### src/rtl/core/integer_to_ascii_formatter_top_assert.svh
// ---------------------------------------------------------------------------
// Integer-to-ASCII formatter assertion macros
// Shared property forms for the formatter checks, clocked on clk_i and
// disabled while rst_ni is low.
// ---------------------------------------------------------------------------
`ifndef INTEGER_TO_ASCII_FORMATTER_TOP_ASSERT_SVH
`define INTEGER_TO_ASCII_FORMATTER_TOP_ASSERT_SVH

// same-cycle implication
`define ITOAF_ASSERT_IMP(lbl, ante, cons) \
  lbl: assert property (@(posedge clk_i) disable iff (!rst_ni) (ante) |-> (cons)) \
    else $error("itoaf: same-cycle check failed");

// next-cycle implication
`define ITOAF_ASSERT_NXT(lbl, ante, cons) \
  lbl: assert property (@(posedge clk_i) disable iff (!rst_ni) (ante) |=> (cons)) \
    else $error("itoaf: next-cycle check failed");

`endif

### src/rtl/core/itoaf_pkg.sv
// ---------------------------------------------------------------------------
// Integer-to-ASCII formatter package
// Sizes, field positions, flag bits, character codes and the digit-to-ASCII
// mapping shared by the formatter modules.
// ---------------------------------------------------------------------------
package itoaf_pkg;

  localparam int VALUE_BITS = 64;
  localparam int MAX_CHARS  = 64;
  localparam int NCELL      = VALUE_BITS;

  localparam int DIG_W  = 6;
  localparam int BASE_W = 6;
  localparam int FMT_W  = 7;
  localparam int FLG_W  = 7;
  localparam int SZ_W   = FMT_W + 2;
  localparam int LEN_W  = 8;
  localparam int CNT_W  = $clog2(VALUE_BITS + NCELL);
  localparam int ND_W   = $clog2(NCELL + 1);
  localparam int POS_W  = $clog2(MAX_CHARS);

  localparam int IN_TDATA_W   = 96;
  localparam int RADIX_LSB    = 64;
  localparam int MIN_WID_LSB  = RADIX_LSB + BASE_W;
  localparam int MIN_DIG_LSB  = MIN_WID_LSB + FMT_W;
  localparam int FLAGS_LSB    = MIN_DIG_LSB + FMT_W;

  localparam int FLG_LEFT  = 0;
  localparam int FLG_ZPAD  = 1;
  localparam int FLG_SIGN  = 2;
  localparam int FLG_PLUS  = 3;
  localparam int FLG_SPACE = 4;
  localparam int FLG_ALT   = 5;
  localparam int FLG_UPPER = 6;

  localparam int TUSER_TRUNC = 0;
  localparam int TUSER_BAD   = 1;

  localparam logic [BASE_W-1:0] RADIX_MIN = 6'd2;
  localparam logic [BASE_W-1:0] RADIX_MAX = 6'd36;
  localparam logic [BASE_W-1:0] RADIX_OCT = 6'd8;
  localparam logic [BASE_W-1:0] RADIX_HEX = 6'd16;

  localparam logic [7:0] CH_NUL   = 8'h00;
  localparam logic [7:0] CH_SPACE = 8'h20;
  localparam logic [7:0] CH_PLUS  = 8'h2b;
  localparam logic [7:0] CH_MINUS = 8'h2d;
  localparam logic [7:0] CH_ZERO  = 8'h30;
  localparam logic [7:0] CH_UA    = 8'h41;
  localparam logic [7:0] CH_LA    = 8'h61;
  localparam logic [7:0] CH_UX    = 8'h58;
  localparam logic [7:0] CH_LX    = 8'h78;

  typedef struct packed {
    logic clr;
    logic shift;
  } cell_ctrl_t;

  function automatic logic [7:0] digit_char(input logic [DIG_W-1:0] d, input logic upper);
    logic [7:0] d8;
    d8 = 8'(d);
    if (d < DIG_W'(10)) begin
      digit_char = CH_ZERO + d8;
    end else begin
      digit_char = (upper ? CH_UA : CH_LA) + d8 - 8'd10;
    end
  endfunction

endpackage

### src/rtl/core/itoaf_cell.sv
// ---------------------------------------------------------------------------
// Formatter digit cell
// Holds one digit. Takes a serial bit stream MSB first, keeps the running
// remainder by the radix and passes the quotient bits to the next cell.
// Shifts its digit upward on request.
// ---------------------------------------------------------------------------
module itoaf_cell (
  input  logic                       clk_i,
  input  logic                       rst_ni,
  input  itoaf_pkg::cell_ctrl_t      ctrl_i,
  input  logic [itoaf_pkg::BASE_W-1:0] base_i,
  input  logic                       vld_i,
  input  logic                       bit_i,
  input  logic [itoaf_pkg::DIG_W-1:0] dig_i,
  output logic                       vld_o,
  output logic                       bit_o,
  output logic [itoaf_pkg::DIG_W-1:0] dig_o
);
  import itoaf_pkg::*;

  logic [DIG_W-1:0] dig_q;
  logic             vld_q;
  logic             bit_q;
  logic [DIG_W:0]   acc;
  logic [DIG_W:0]   rem;
  logic             ge;

  assign acc = {dig_q, bit_i};
  assign ge  = acc >= {1'b0, base_i};
  assign rem = acc - {1'b0, base_i};

  always_ff @(posedge clk_i or negedge rst_ni) begin
    if (!rst_ni) begin
      vld_q <= 1'b0;
    end else begin
      vld_q <= vld_i;
    end
  end

  always_ff @(posedge clk_i) begin
    bit_q <= vld_i & ge;
    if (ctrl_i.clr) begin
      dig_q <= '0;
    end else if (vld_i) begin
      dig_q <= ge ? rem[DIG_W-1:0] : acc[DIG_W-1:0];
    end else if (ctrl_i.shift) begin
      dig_q <= dig_i;
    end
  end

  assign vld_o = vld_q;
  assign bit_o = bit_q;
  assign dig_o = dig_q;

endmodule

### src/rtl/core/itoaf_chain.sv
// ---------------------------------------------------------------------------
// Formatter digit chain
// Row of digit cells, cell 0 holding the least significant digit. Quotient
// bits ripple one cell per cycle; digits shift toward the top cell.
// ---------------------------------------------------------------------------
module itoaf_chain (
  input  logic                         clk_i,
  input  logic                         rst_ni,
  input  itoaf_pkg::cell_ctrl_t        ctrl_i,
  input  logic [itoaf_pkg::BASE_W-1:0] base_i,
  input  logic                         vld_i,
  input  logic                         bit_i,
  output logic [itoaf_pkg::DIG_W-1:0]  top_dig_o
);
  import itoaf_pkg::*;

  logic             vld_w [NCELL+1];
  logic             bit_w [NCELL+1];
  logic [DIG_W-1:0] dig_w [NCELL+1];

  assign vld_w[0] = vld_i;
  assign bit_w[0] = bit_i;
  assign dig_w[0] = '0;

  for (genvar i = 0; i < NCELL; i++) begin : g_cell
    itoaf_cell u_cell (
      .clk_i  (clk_i),
      .rst_ni (rst_ni),
      .ctrl_i (ctrl_i),
      .base_i (base_i),
      .vld_i  (vld_w[i]),
      .bit_i  (bit_w[i]),
      .dig_i  (dig_w[i]),
      .vld_o  (vld_w[i+1]),
      .bit_o  (bit_w[i+1]),
      .dig_o  (dig_w[i+1])
    );
  end

  assign top_dig_o = dig_w[NCELL];

endmodule

### src/rtl/core/integer_to_ascii_formatter_top.sv
// ---------------------------------------------------------------------------
// Integer-to-ASCII formatter
// One printf-style integer conversion per input item; the formatted field
// leaves as one character per output item, the final one marked by tlast.
//
//   channel   | dir | tdata                               | tlast | tuser
//   s_axis    | in  | value, radix, min_width, min_digits,| -     | -
//             |     | format_flags                        |       |
//   m_axis    | out | ch                                  | last  | truncated, bad_radix
//
// Each item runs conversion through the digit chain, normalizing to the top
// cell, layout in ST_CALC and ST_BND, and one output item per emitted
// character (up to MAX_CHARS), then re-enters idle. A bad radix skips to
// ST_ERR and yields one NUL character. Reset clears all control state at once.
// A stalled m_axis holds the current character and freezes emission.
// ---------------------------------------------------------------------------
module integer_to_ascii_formatter_top (
  input  logic                             clk_i,
  input  logic                             rst_ni,
  input  logic                             s_axis_tvalid,
  output logic                             s_axis_tready,
  // [63:0] value, [69:64] radix, [76:70] min_width, [83:77] min_digits,
  // [90:84] format_flags, [95:91] zero
  input  logic [itoaf_pkg::IN_TDATA_W-1:0] s_axis_tdata,
  output logic                             m_axis_tvalid,
  input  logic                             m_axis_tready,
  // [7:0] ch
  output logic [7:0]                       m_axis_tdata,
  output logic                             m_axis_tlast,
  // [0] truncated, [1] bad_radix
  output logic [1:0]                       m_axis_tuser
);
  import itoaf_pkg::*;

  typedef enum logic [2:0] {
    ST_IDLE,
    ST_CONV,
    ST_NORM,
    ST_CALC,
    ST_BND,
    ST_EMIT,
    ST_ERR
  } state_e;

  localparam logic [CNT_W-1:0] CONV_LAST = CNT_W'(VALUE_BITS + NCELL - 1);
  localparam logic [CNT_W-1:0] NORM_LAST = CNT_W'(NCELL - 1);

  state_e            state_q;
  logic [CNT_W-1:0]  cnt_q;
  logic [VALUE_BITS-1:0] mag_q;
  logic [BASE_W-1:0] base_q;
  logic              upper_q;
  logic              left_q;
  logic              zp_q;
  logic [7:0]        sign_q;
  logic              sgn_len_q;
  logic [1:0]        pfx_len_q;
  logic [FMT_W-1:0]  mw_q;
  logic [FMT_W-1:0]  prec_q;
  logic [ND_W-1:0]   nd_q;
  logic [FMT_W-1:0]  pw_q;
  logic [FMT_W-1:0]  s_q;
  logic [LEN_W-1:0]  b1_q, b2_q, b3_q, b4_q, b5_q;
  logic              trunc_q;
  logic [POS_W-1:0]  pos_q;
  logic [POS_W-1:0]  lastpos_q;
  logic              m_valid_q;
  logic              m_valid_d;
  logic [7:0]        m_data_q;
  logic              m_last_q;
  logic [1:0]        m_user_q;

  logic                  accept;
  logic                  out_free;
  logic [VALUE_BITS-1:0] in_val;
  logic [BASE_W-1:0]     in_radix;
  logic [FLG_W-1:0]      in_flags;
  logic                  in_neg;
  logic                  in_left;
  logic [DIG_W-1:0]      top_dig;
  cell_ctrl_t            cell_ctl;
  logic                  conv_vld;
  logic                  norm_more;
  logic [LEN_W-1:0]      p;
  logic                  in_digits;
  logic [7:0]            emit_ch;
  logic [FMT_W-1:0]      pw_c;
  logic signed [SZ_W-1:0] size_c;
  logic [LEN_W-1:0]      lead_c, zeros_c, trail_c;
  logic [LEN_W-1:0]      b1_c, b2_c, b3_c, b4_c, b5_c, tot_c;
  logic                  trunc_c;

  assign accept   = s_axis_tvalid && s_axis_tready;
  assign out_free = !m_valid_q || m_axis_tready;
  assign in_val   = s_axis_tdata[VALUE_BITS-1:0];
  assign in_radix = s_axis_tdata[RADIX_LSB +: BASE_W];
  assign in_flags = s_axis_tdata[FLAGS_LSB +: FLG_W];
  assign in_neg   = in_flags[FLG_SIGN] && in_val[VALUE_BITS-1];
  assign in_left  = in_flags[FLG_LEFT];

  assign m_valid_d = (out_free && ((state_q == ST_EMIT) || (state_q == ST_ERR))) ||
                     (m_valid_q && !m_axis_tready);

  assign conv_vld  = (state_q == ST_CONV) && (cnt_q < CNT_W'(VALUE_BITS));
  assign norm_more = (top_dig == '0) && (cnt_q != NORM_LAST);

  assign p         = LEN_W'(pos_q);
  assign in_digits = (p >= b4_q) && (p < b5_q);

  always_comb begin
    if (p < b1_q) begin
      emit_ch = CH_SPACE;
    end else if (p < b2_q) begin
      emit_ch = sign_q;
    end else if (p < b3_q) begin
      emit_ch = (p == b2_q) ? CH_ZERO : (upper_q ? CH_UX : CH_LX);
    end else if (p < b4_q) begin
      emit_ch = CH_ZERO;
    end else if (p < b5_q) begin
      emit_ch = digit_char(top_dig, upper_q);
    end else begin
      emit_ch = CH_SPACE;
    end
  end

  always_comb begin
    cell_ctl.clr   = accept;
    cell_ctl.shift = ((state_q == ST_NORM) && norm_more) ||
                     ((state_q == ST_EMIT) && out_free && in_digits);
  end

  always_comb begin
    pw_c    = (FMT_W'(nd_q) > prec_q) ? FMT_W'(nd_q) : prec_q;
    size_c  = $signed({2'b00, mw_q}) - $signed(SZ_W'(sgn_len_q))
            - $signed(SZ_W'(pfx_len_q)) - $signed({2'b00, pw_c});
    lead_c  = (!zp_q && !left_q) ? LEN_W'(s_q) : '0;
    zeros_c = (zp_q ? LEN_W'(s_q) : '0) + LEN_W'(pw_q) - LEN_W'(nd_q);
    trail_c = left_q ? LEN_W'(s_q) : '0;
    b1_c    = lead_c;
    b2_c    = b1_c + LEN_W'(sgn_len_q);
    b3_c    = b2_c + LEN_W'(pfx_len_q);
    b4_c    = b3_c + zeros_c;
    b5_c    = b4_c + LEN_W'(nd_q);
    tot_c   = b5_c + trail_c;
    trunc_c = tot_c > LEN_W'(MAX_CHARS);
  end

  itoaf_chain u_chain (
    .clk_i     (clk_i),
    .rst_ni    (rst_ni),
    .ctrl_i    (cell_ctl),
    .base_i    (base_q),
    .vld_i     (conv_vld),
    .bit_i     (mag_q[VALUE_BITS-1]),
    .top_dig_o (top_dig)
  );

  always_ff @(posedge clk_i or negedge rst_ni) begin
    if (!rst_ni) begin
      state_q   <= ST_IDLE;
      cnt_q     <= '0;
      mag_q     <= '0;
      base_q    <= '0;
      upper_q   <= 1'b0;
      left_q    <= 1'b0;
      zp_q      <= 1'b0;
      sign_q    <= CH_NUL;
      sgn_len_q <= 1'b0;
      pfx_len_q <= '0;
      mw_q      <= '0;
      prec_q    <= '0;
      nd_q      <= '0;
      pw_q      <= '0;
      s_q       <= '0;
      b1_q      <= '0;
      b2_q      <= '0;
      b3_q      <= '0;
      b4_q      <= '0;
      b5_q      <= '0;
      trunc_q   <= 1'b0;
      pos_q     <= '0;
      lastpos_q <= '0;
      m_valid_q <= 1'b0;
      m_data_q  <= CH_NUL;
      m_last_q  <= 1'b0;
      m_user_q  <= '0;
    end else begin
      m_valid_q <= m_valid_d;
      case (state_q)
        ST_IDLE: begin
          if (s_axis_tvalid) begin
            cnt_q     <= '0;
            mag_q     <= in_neg ? (~in_val + VALUE_BITS'(1)) : in_val;
            base_q    <= in_radix;
            upper_q   <= in_flags[FLG_UPPER];
            left_q    <= in_left;
            zp_q      <= in_flags[FLG_ZPAD] && !in_left;
            mw_q      <= s_axis_tdata[MIN_WID_LSB +: FMT_W];
            prec_q    <= s_axis_tdata[MIN_DIG_LSB +: FMT_W];
            sgn_len_q <= in_neg ||
                         (in_flags[FLG_SIGN] && (in_flags[FLG_PLUS] || in_flags[FLG_SPACE]));
            if (in_neg) begin
              sign_q <= CH_MINUS;
            end else if (in_flags[FLG_PLUS]) begin
              sign_q <= CH_PLUS;
            end else begin
              sign_q <= CH_SPACE;
            end
            if (in_flags[FLG_ALT] && in_radix == RADIX_HEX) begin
              pfx_len_q <= 2'd2;
            end else if (in_flags[FLG_ALT] && in_radix == RADIX_OCT) begin
              pfx_len_q <= 2'd1;
            end else begin
              pfx_len_q <= 2'd0;
            end
            state_q <= (in_radix inside {[RADIX_MIN:RADIX_MAX]}) ? ST_CONV : ST_ERR;
          end
        end
        ST_CONV: begin
          mag_q <= mag_q << 1;
          if (cnt_q == CONV_LAST) begin
            cnt_q   <= '0;
            state_q <= ST_NORM;
          end else begin
            cnt_q <= cnt_q + CNT_W'(1);
          end
        end
        ST_NORM: begin
          if (norm_more) begin
            cnt_q <= cnt_q + CNT_W'(1);
          end else begin
            nd_q    <= ND_W'(NCELL) - ND_W'(cnt_q);
            state_q <= ST_CALC;
          end
        end
        ST_CALC: begin
          pw_q    <= pw_c;
          s_q     <= (size_c > 0) ? size_c[FMT_W-1:0] : '0;
          state_q <= ST_BND;
        end
        ST_BND: begin
          b1_q      <= b1_c;
          b2_q      <= b2_c;
          b3_q      <= b3_c;
          b4_q      <= b4_c;
          b5_q      <= b5_c;
          trunc_q   <= trunc_c;
          lastpos_q <= trunc_c ? POS_W'(MAX_CHARS - 1) : POS_W'(tot_c - LEN_W'(1));
          pos_q     <= '0;
          state_q   <= ST_EMIT;
        end
        ST_EMIT: begin
          if (out_free) begin
            m_data_q  <= emit_ch;
            m_last_q  <= (pos_q == lastpos_q);
            m_user_q  <= {1'b0, trunc_q};
            if (pos_q == lastpos_q) begin
              state_q <= ST_IDLE;
            end else begin
              pos_q <= pos_q + POS_W'(1);
            end
          end
        end
        ST_ERR: begin
          if (out_free) begin
            m_data_q  <= CH_NUL;
            m_last_q  <= 1'b1;
            m_user_q  <= 2'b10;
            state_q   <= ST_IDLE;
          end
        end
        default: begin
          state_q <= ST_IDLE;
        end
      endcase
    end
  end

  assign s_axis_tready = (state_q == ST_IDLE);
  assign m_axis_tvalid = m_valid_q;
  assign m_axis_tdata  = m_data_q;
  assign m_axis_tlast  = m_last_q;
  assign m_axis_tuser  = m_user_q;

`include "integer_to_ascii_formatter_top_assert.svh"

  `ITOAF_ASSERT_NXT(a_one_item, s_axis_tvalid && s_axis_tready, !s_axis_tready)
  `ITOAF_ASSERT_IMP(a_err_item, m_axis_tvalid && m_axis_tuser[TUSER_BAD], m_axis_tlast && (m_axis_tdata == CH_NUL) && !m_axis_tuser[TUSER_TRUNC])
  `ITOAF_ASSERT_IMP(a_nd_nonzero, state_q == ST_CALC, nd_q != '0)
  `ITOAF_ASSERT_IMP(a_digit_range, (state_q == ST_EMIT) && cell_ctl.shift, top_dig < base_q)

endmodule

### config.mk
export PLATFORM = sky130hd
export DESIGN_NAME = integer_to_ascii_formatter_top
export DESIGN_NICKNAME = d
export VERILOG_FILES = /design/src/rtl/core/itoaf_pkg.sv /design/src/rtl/core/itoaf_cell.sv /design/src/rtl/core/itoaf_chain.sv /design/src/rtl/core/integer_to_ascii_formatter_top.sv
export VERILOG_INCLUDE_DIRS = /design/src /design/src/rtl/core
export SDC_FILE = /design/constraint.sdc
export NUM_CORES = 2
export LEC_CHECK = 0
export BUFFER_PORTS_ARGS = -buffer_cell sky130_fd_sc_hd__clkbuf_2
export CORE_ASPECT_RATIO = 0.8
export CORE_MARGIN = 5
export CORE_UTILIZATION = 65
export DETAILED_ROUTE_END_ITERATION = 7
export PLACE_DENSITY = 0.87
export SYNTH_ARGS = -nofsm -noshare
export SYNTH_HDL_FRONTEND = slang
export SYNTH_SLANG_ARGS = --single-unit
### constraint.sdc
create_clock -name clk_i -period 23.7 [get_ports clk_i]
set_clock_uncertainty 0.15 [all_clocks]
set_input_delay 1.185 -clock clk_i [delete_from_list [all_inputs] [get_ports clk_i]]
set_output_delay 1.185 -clock clk_i [all_outputs]
set_load 0.05 [all_outputs]
Yosys cells after proc, flatten, opt, wreduce, memory -nomap -nowiden. Index checks and enable logic that the tools add are counted.

Bits in registers: 704. Word-level logic and storage cells: 803.

Add/sub/neg operators: 82. Order comparisons: 77. Equal/unequal tests: 20. Muxes and demuxes: 238. Bitwise logic cells: 65. Reductions and logical operators: 104.

Operators by type and width (count): $mux 6 (197); $ge 7x6->1 (64); $sub 6x6->6 (64); $reduce_bool 2->1 (67); $mux 64 (2); $pmux 64 s2 (1); $add 64x1->64 const B (1); $mux 8 (8); $not 64->64 (1); $and 1x1->1 (63); $mux 7 (9); $lt 6x8->1 (5); $mux 3 (7); $pmux 3 s7 (1); $pmux 7 s3 (1); $add 8x7->8 (2); $logic_and 1x1->1 (16); $pmux 8 s2 (1); $ne 2x2->1 const B (6); $pmux 6 s2 (1); $eq 3x3->1 const B (3); $gt 9x1->1 const B (1); $reduce_and 3->1 (3); $sub 8x3->9 (1); other kinds (43) (61).

Depth between registers and ports, before layout.
Depth in word-level cells: 11. Gate-level depth with buffers: 27. Gate-level depth less buffers: 25.

Cells and area by module. Synthesis repeated with hierarchy kept, for this count alone.

Cells, all modules: 6347. Area total of the unflattened synthesis: 56663.1 µm².

By module, submodules not included: itoaf_cell at u_chain.g_cell[0].u_cell ... (instances 63, cells an instance 77, area an instance 689.4 µm²); integer_to_ascii_formatter_top (instances 1, cells an instance 1415, area an instance 12520.8 µm²); itoaf_cell at u_chain.g_cell[2].u_cell (instances 1, cells an instance 80, area an instance 705.7 µm²); itoaf_chain (instances 1, cells an instance 1, area an instance 3.8 µm²).

Worst setup path after synthesis. No wires, ideal clock.

Path kind: register to register. Start point: reg base_q[1]. End point: reg u_chain.g_cell[63].u_cell.dig_q[0]. Library setup time: 0.086 ns. Data arrival time: 7.431 ns. Required time: 23.464 ns. Path slack: 16.034 ns. Cell stages (with the launch flop): 11. Path buffers: 0. Path through: dfrtp_1 inv_1 ha_1 nor2b_1 o21ai_0 a21boi_0 o21ai_0 nand2b_1 a21oi_1 mux2_2 a211oi_1.

Longest elaborated chain between the ends: 3.

RTL lines: start, declared (line integer_to_ascii_formatter_top.sv:51) `logic [BASE_W-1:0] base_q;`; start signal, assigned (line integer_to_ascii_formatter_top.sv:194) `base_q <= in_radix;`; $ge 7x6->1 (line itoaf_cell.sv:29) `assign ge = acc >= {1'b0, base_i};`; $mux 6 (line itoaf_cell.sv:45) `dig_q <= ge ? rem[DIG_W-1:0] : acc[DIG_W-1:0];`; $mux 6 (line itoaf_cell.sv:44) `end else if (vld_i) begin`; end signal, assigned (line itoaf_cell.sv:45); end signal, assigned (line itoaf_cell.sv:47) `dig_q <= dig_i;`; end, declared (line itoaf_cell.sv:21) `logic [DIG_W-1:0] dig_q;`.

Every way passes these cells. A chain may end at the register's enable or synchronous reset.

Worst setup path after layout.
Start point: reg left_q. End point: reg lastpos_q[4].

Longest elaborated chain between the ends: 10. Elaborated cells between the ends (all ways): 12. Those cells by class: add/sub: 6; order compare: 1; mux: 3; reduce/logical: 2.

RTL lines: start, declared (line integer_to_ascii_formatter_top.sv:53) `logic left_q;`; start signal, assigned (line integer_to_ascii_formatter_top.sv:196) `left_q <= in_left;`; $logic_not 1->1 (line integer_to_ascii_formatter_top.sv:136) `lead_c = (!zp_q && !left_q) ? LEN_W'(s_q) : '0;`; $logic_and 1x1->1 (line integer_to_ascii_formatter_top.sv:136); $mux 7 (line integer_to_ascii_formatter_top.sv:136); net b1_c[0] (line integer_to_ascii_formatter_top.sv:90) `logic [LEN_W-1:0] b1_c, b2_c, b3_c, b4_c, b5_c, tot_c;`; $add 7x1->8 (line integer_to_ascii_formatter_top.sv:140) `b2_c = b1_c + LEN_W'(sgn_len_q);`; $add 8x2->8 (line integer_to_ascii_formatter_top.sv:141) `b3_c = b2_c + LEN_W'(pfx_len_q);`; net b3_c[5] (line integer_to_ascii_formatter_top.sv:90); $add 8x8->8 (line integer_to_ascii_formatter_top.sv:142) `b4_c = b3_c + zeros_c;`; net b4_c[5] (line integer_to_ascii_formatter_top.sv:90); $add 8x7->8 (line integer_to_ascii_formatter_top.sv:143) `b5_c = b4_c + LEN_W'(nd_q);`; net b5_c[5] (line integer_to_ascii_formatter_top.sv:90); $add 8x7->8 (line integer_to_ascii_formatter_top.sv:144) `tot_c = b5_c + trail_c;`; $gt 8x7->1 (line integer_to_ascii_formatter_top.sv:145) `trunc_c = tot_c > LEN_W'(MAX_CHARS);`; $mux 6 (line integer_to_ascii_formatter_top.sv:248) `lastpos_q <= trunc_c ? POS_W'(MAX_CHARS - 1) : POS_W'(tot_c - LEN_W'(1));`; end signal, assigned (line integer_to_ascii_formatter_top.sv:248); end, declared (line integer_to_ascii_formatter_top.sv:66) `logic [POS_W-1:0] lastpos_q;`.

The timed path passes the listed nets, and every way through them passes these cells.

==> out/results.tsv <==
stage	metric	value	unit
route	DR WL/cell	20.30	µm
grt	pin count of the biggest net entering global routing	213	
yosys	Avg Inst Size Synth	8.001	µm²
die	die area	93270	µm²
setup_path	crit path max fanout	14	
setup_path	slowest stage delay, CP	680	ps
cells_and_area	ant diodes	0	
sta	endpoints failing hold	0	
route	DRC Markers	0	
route	via count	56444	
placement	GPL Wtd Cong	0.9186	
grt	first-pass GRT wire length	268.2	mm
die	Die W	340.2	µm
clock_network	Clock transition at path regs	60	ps
yosys	Post-synth EDFFs	0	
sta	unrepaired setup endpoints after global routing	false	
cells_and_area	synth-to-layout area growth	5.755	%
cells_and_area	Final Util	69.62	%
sta	Setup-failing EPs final	0	
cells_and_area	Post-layout nets	7528	
grt	GR Overflow Total	0	
yosys	synth unique cells	86	
sta	setup TNS	0	ps
flow_run	# Max-Cap Violations	0	
clock_network	cts bufs inserted	75	
clock_network	CTS Sinks	699	
setup_path	CP endpoint kind	flop	
clock_network	H-tree levels	3	
yosys	Post-synth top flop	dfxtp_1	
placement	I/O Buffers	107	
setup_path	Setup CP Type	reg -> reg	
worst_hold_path	hold_sp	mag_q[30]	
grt	GR Util All Layers	33.49	%
yosys	Synth Net Count	7746	
setup_path	Worst Reg-to-Reg Cells	21	
clock_network	Root Buffer	clkbuf_16	
worst_hold_path	Worst Hold Path EP	mag_q[31]	
setup_path	Critical Path RT	24040	ps
sta	Max Fclk	0.1334	GHz
setup_path	critical path data arrival time	7840	ps
setup_path	Top delay family on crit path	adder cells	
route	Post-DRT Antenna Nets	0	
route	DR pass1 iterations	8	
yosys	synthesized flop and latch total	699	
setup_path	reg2reg end	lastpos_q[4]	
sta	relative slew slack	11.54	%
route	Vias/cell	7.005	
worst_hold_path	hold path depth	2	
route	final WL	163.6	mm
setup_path	CP startpoint kind	flop	
yosys	Post-synth ARST share	36.05	%
clock_network	CTS tree	built	
yosys	Netlist Area Pre-Place	56700	µm²
sta	worst slew pin tran	1315	ps
yosys	post-synthesis sequential area ratio	26.91	%
cells_and_area	post-layout instance area	59960	µm²
setup_path	worst reg-to-reg setup slack	16200	ps
die	Die Ht	274.2	µm
yosys	Ys Warns	0	
die	Core Region	86120	µm²
sta	pins over their slew limit	0	
grt	vias in the first global route	53507	
setup_path	Bufs and invs on worst path	0	
status	status	finished clean	
sta	Final Cycle Share	31.63	%
yosys	cells after synthesis	7086	
setup_path	R2R Path Start	left_q	
die	Placement Rows	96	
clock_network	# hold bufs at CTS	0	
sta	minimum clock period	7495	ps
placement	Setup WS pre-CTS	16520	ps
route	DR iter-0 viols	6650	
clock_network	Clk Latency, worst-skew pair	660	ps
die	Starting Density	65.83	%
setup_path	slowest library cell on the worst path	nor2_1	
clock_network	Setup Buffers After CTS	0	
worst_hold_path	worst hold path class	reg -> reg	
placement	hpwl dp	102.6	mm
cells_and_area	share of layout cells above drive strength 1	5.093	%
placement	Post-DP Area	57440	µm²
setup_path	Most common cell on crit path	ha_1	
setup_path	Critical Path, Cell by Cell	nor2_1, and2_1, ha_1, ha_1, nand3_1, xnor2_1, nand2_1, nor4_1, xnor2_1, fa_1, fa_1, ha_1, o21ai_0, a2bb2oi_1, ha_1, xnor2_1, ha_1, xor2_1, o31a_1, nor2_1, a31oi_1	
clock_network	Bufs on Longest Clock Path	3	
grt	initial antenna violation count	1	
clock_network	Resized Gates After CTS	0	
die	I/O pin cnt	113	
sta	PnR worst setup slack	16200	ps
==> logic make-up (layout without fill, tap and decap cells) <==
family	after synthesis	in the layout	synth area share, %
AOI/OAI and AO/OA	2390	2390	28.59
xor gates and xnor gates	247	247	3.840
adders and majority gates	560	560	13.47
buffers and inverters	911	756	6.111
DFF	699	699	26.91
muxes	134	134	2.465
and+or+nand+nor	2145	2145	18.62
==> stage by stage <==
stage / hold WS [ps] / instances
3_3_place_gp: 304.2 / 7918
3_5_place_dp: 308.4 / 7918
5_1_grt: 354.8 / 8058
2_1_floorplan: 201.9 / 7086
4_1_cts: 324.8 / 8058
6_report: 331.3 / 8058
==> tightest hold or removal path: cells and delay by family (launching register included) <==
kind	cells	cell delay, ps
DFF	1	340
AOI/OAI and AO/OA	2	100
==> flip-flops by register name, summed over array words and instances, names as in the netlist, 8 cells and up <==
register	cells
b2_q	8
b3_q	8
b4_q	8
b5_q	8
m_axis_tdata	8
mag_q	64
u_chain.g_cell.u_cell.bit_o	63
u_chain.g_cell.u_cell.dig_o	384
u_chain.g_cell.u_cell.vld_o	63
==> per-layer routing <==
metal,global-route usage [%],part of all wire (%)
met1,46.35,43
met3,5.064,9.2
met5,0,0.0079
met4,12.03,3.3
met2,53.62,45
==> synthesized netlist by cell type (85+ instances only) <==
cell | count | area, µm²
a21boi_0 | 85 | 638.1
o41ai_1 | 173 | 1515
o21ai_0 | 645 | 3228
nor2_1 | 783 | 2939
o22ai_1 | 98 | 613.1
a21oi_1 | 268 | 1341
or3_1 | 165 | 1032
inv_1 | 445 | 1670
dfxtp_1 | 447 | 8949
o211ai_1 | 114 | 855.8
nor3_1 | 201 | 1006
a31oi_1 | 101 | 631.9
ha_1 | 476 | 5956
mux2i_1 | 89 | 890.9
nand2_1 | 294 | 1104
xnor2_1 | 157 | 1375
clkbuf_1 | 371 | 1393
nor4_1 | 218 | 1364
nand2b_1 | 90 | 563.0
nor2b_1 | 128 | 800.8
o311ai_0 | 90 | 788.3
xor2_1 | 89 | 779.5
dfrtp_1 | 252 | 6306
a211oi_1 | 348 | 2613
o221ai_1 | 145 | 1270
==> cell type report <==
class	instances	area, µm²
Clock buffer	108	2196
Clock inverter	32	321.6
Fill cell	6672	26160
Inverter	465	1758
Multi-Input combinational cell	5476	38060
Sequential cell	699	15260
Tap cell	1127	1410
Timing Repair Buffer	151	950.9
==> how the worst max path moves through the flow <==
stage                     cells after the start  slack [ps]  startpoint                                  to
final                                        21       16200      left_q                        lastpos_q[4]
after floorplan                              10       16030   base_q[1]  u_chain.g_cell[63].u_cell.dig_o[0]
after CTS                                    22       16410      left_q                        lastpos_q[0]
after global placement                       24       16700        zp_q                        lastpos_q[1]
after detailed placement                     21       16520        zp_q                        lastpos_q[0]
after global routing                         21       15870        zp_q                        lastpos_q[4]
==> layout by cell type, fill, tap and decap left out, types with 56 or more instances in the layout <==
| cell | netlist | layout |
|---|---|---|
| a211oi_1 | 348 | 348 |
| a21boi_0 | 85 | 85 |
| a21oi_1 | 268 | 268 |
| a31oi_1 | 101 | 100 |
| and3_1 | 66 | 65 |
| clkbuf_16 | 0 | 79 |
| clkbuf_2 | 0 | 106 |
| dfrtp_1 | 252 | 250 |
| dfxtp_1 | 447 | 447 |
| fa_1 | 84 | 84 |
| ha_1 | 476 | 476 |
| inv_1 | 445 | 440 |
| mux2i_1 | 89 | 89 |
| nand2_1 | 294 | 292 |
| nand2b_1 | 90 | 90 |
| nand3_1 | 56 | 56 |
| nand4_1 | 69 | 69 |
| nor2_1 | 783 | 782 |
| nor2b_1 | 128 | 128 |
| nor3_1 | 201 | 199 |
| nor4_1 | 218 | 218 |
| o211ai_1 | 114 | 114 |
| o21ai_0 | 645 | 645 |
| o221ai_1 | 145 | 145 |
| o22ai_1 | 98 | 98 |
| o311ai_0 | 90 | 90 |
| o41ai_1 | 173 | 172 |
| or3_1 | 165 | 164 |
| xnor2_1 | 157 | 157 |
| xor2_1 | 89 | 89 |
Power is not shown: default switching activity piles up to over one toggle a cycle in this logic, so the estimate is an artifact.
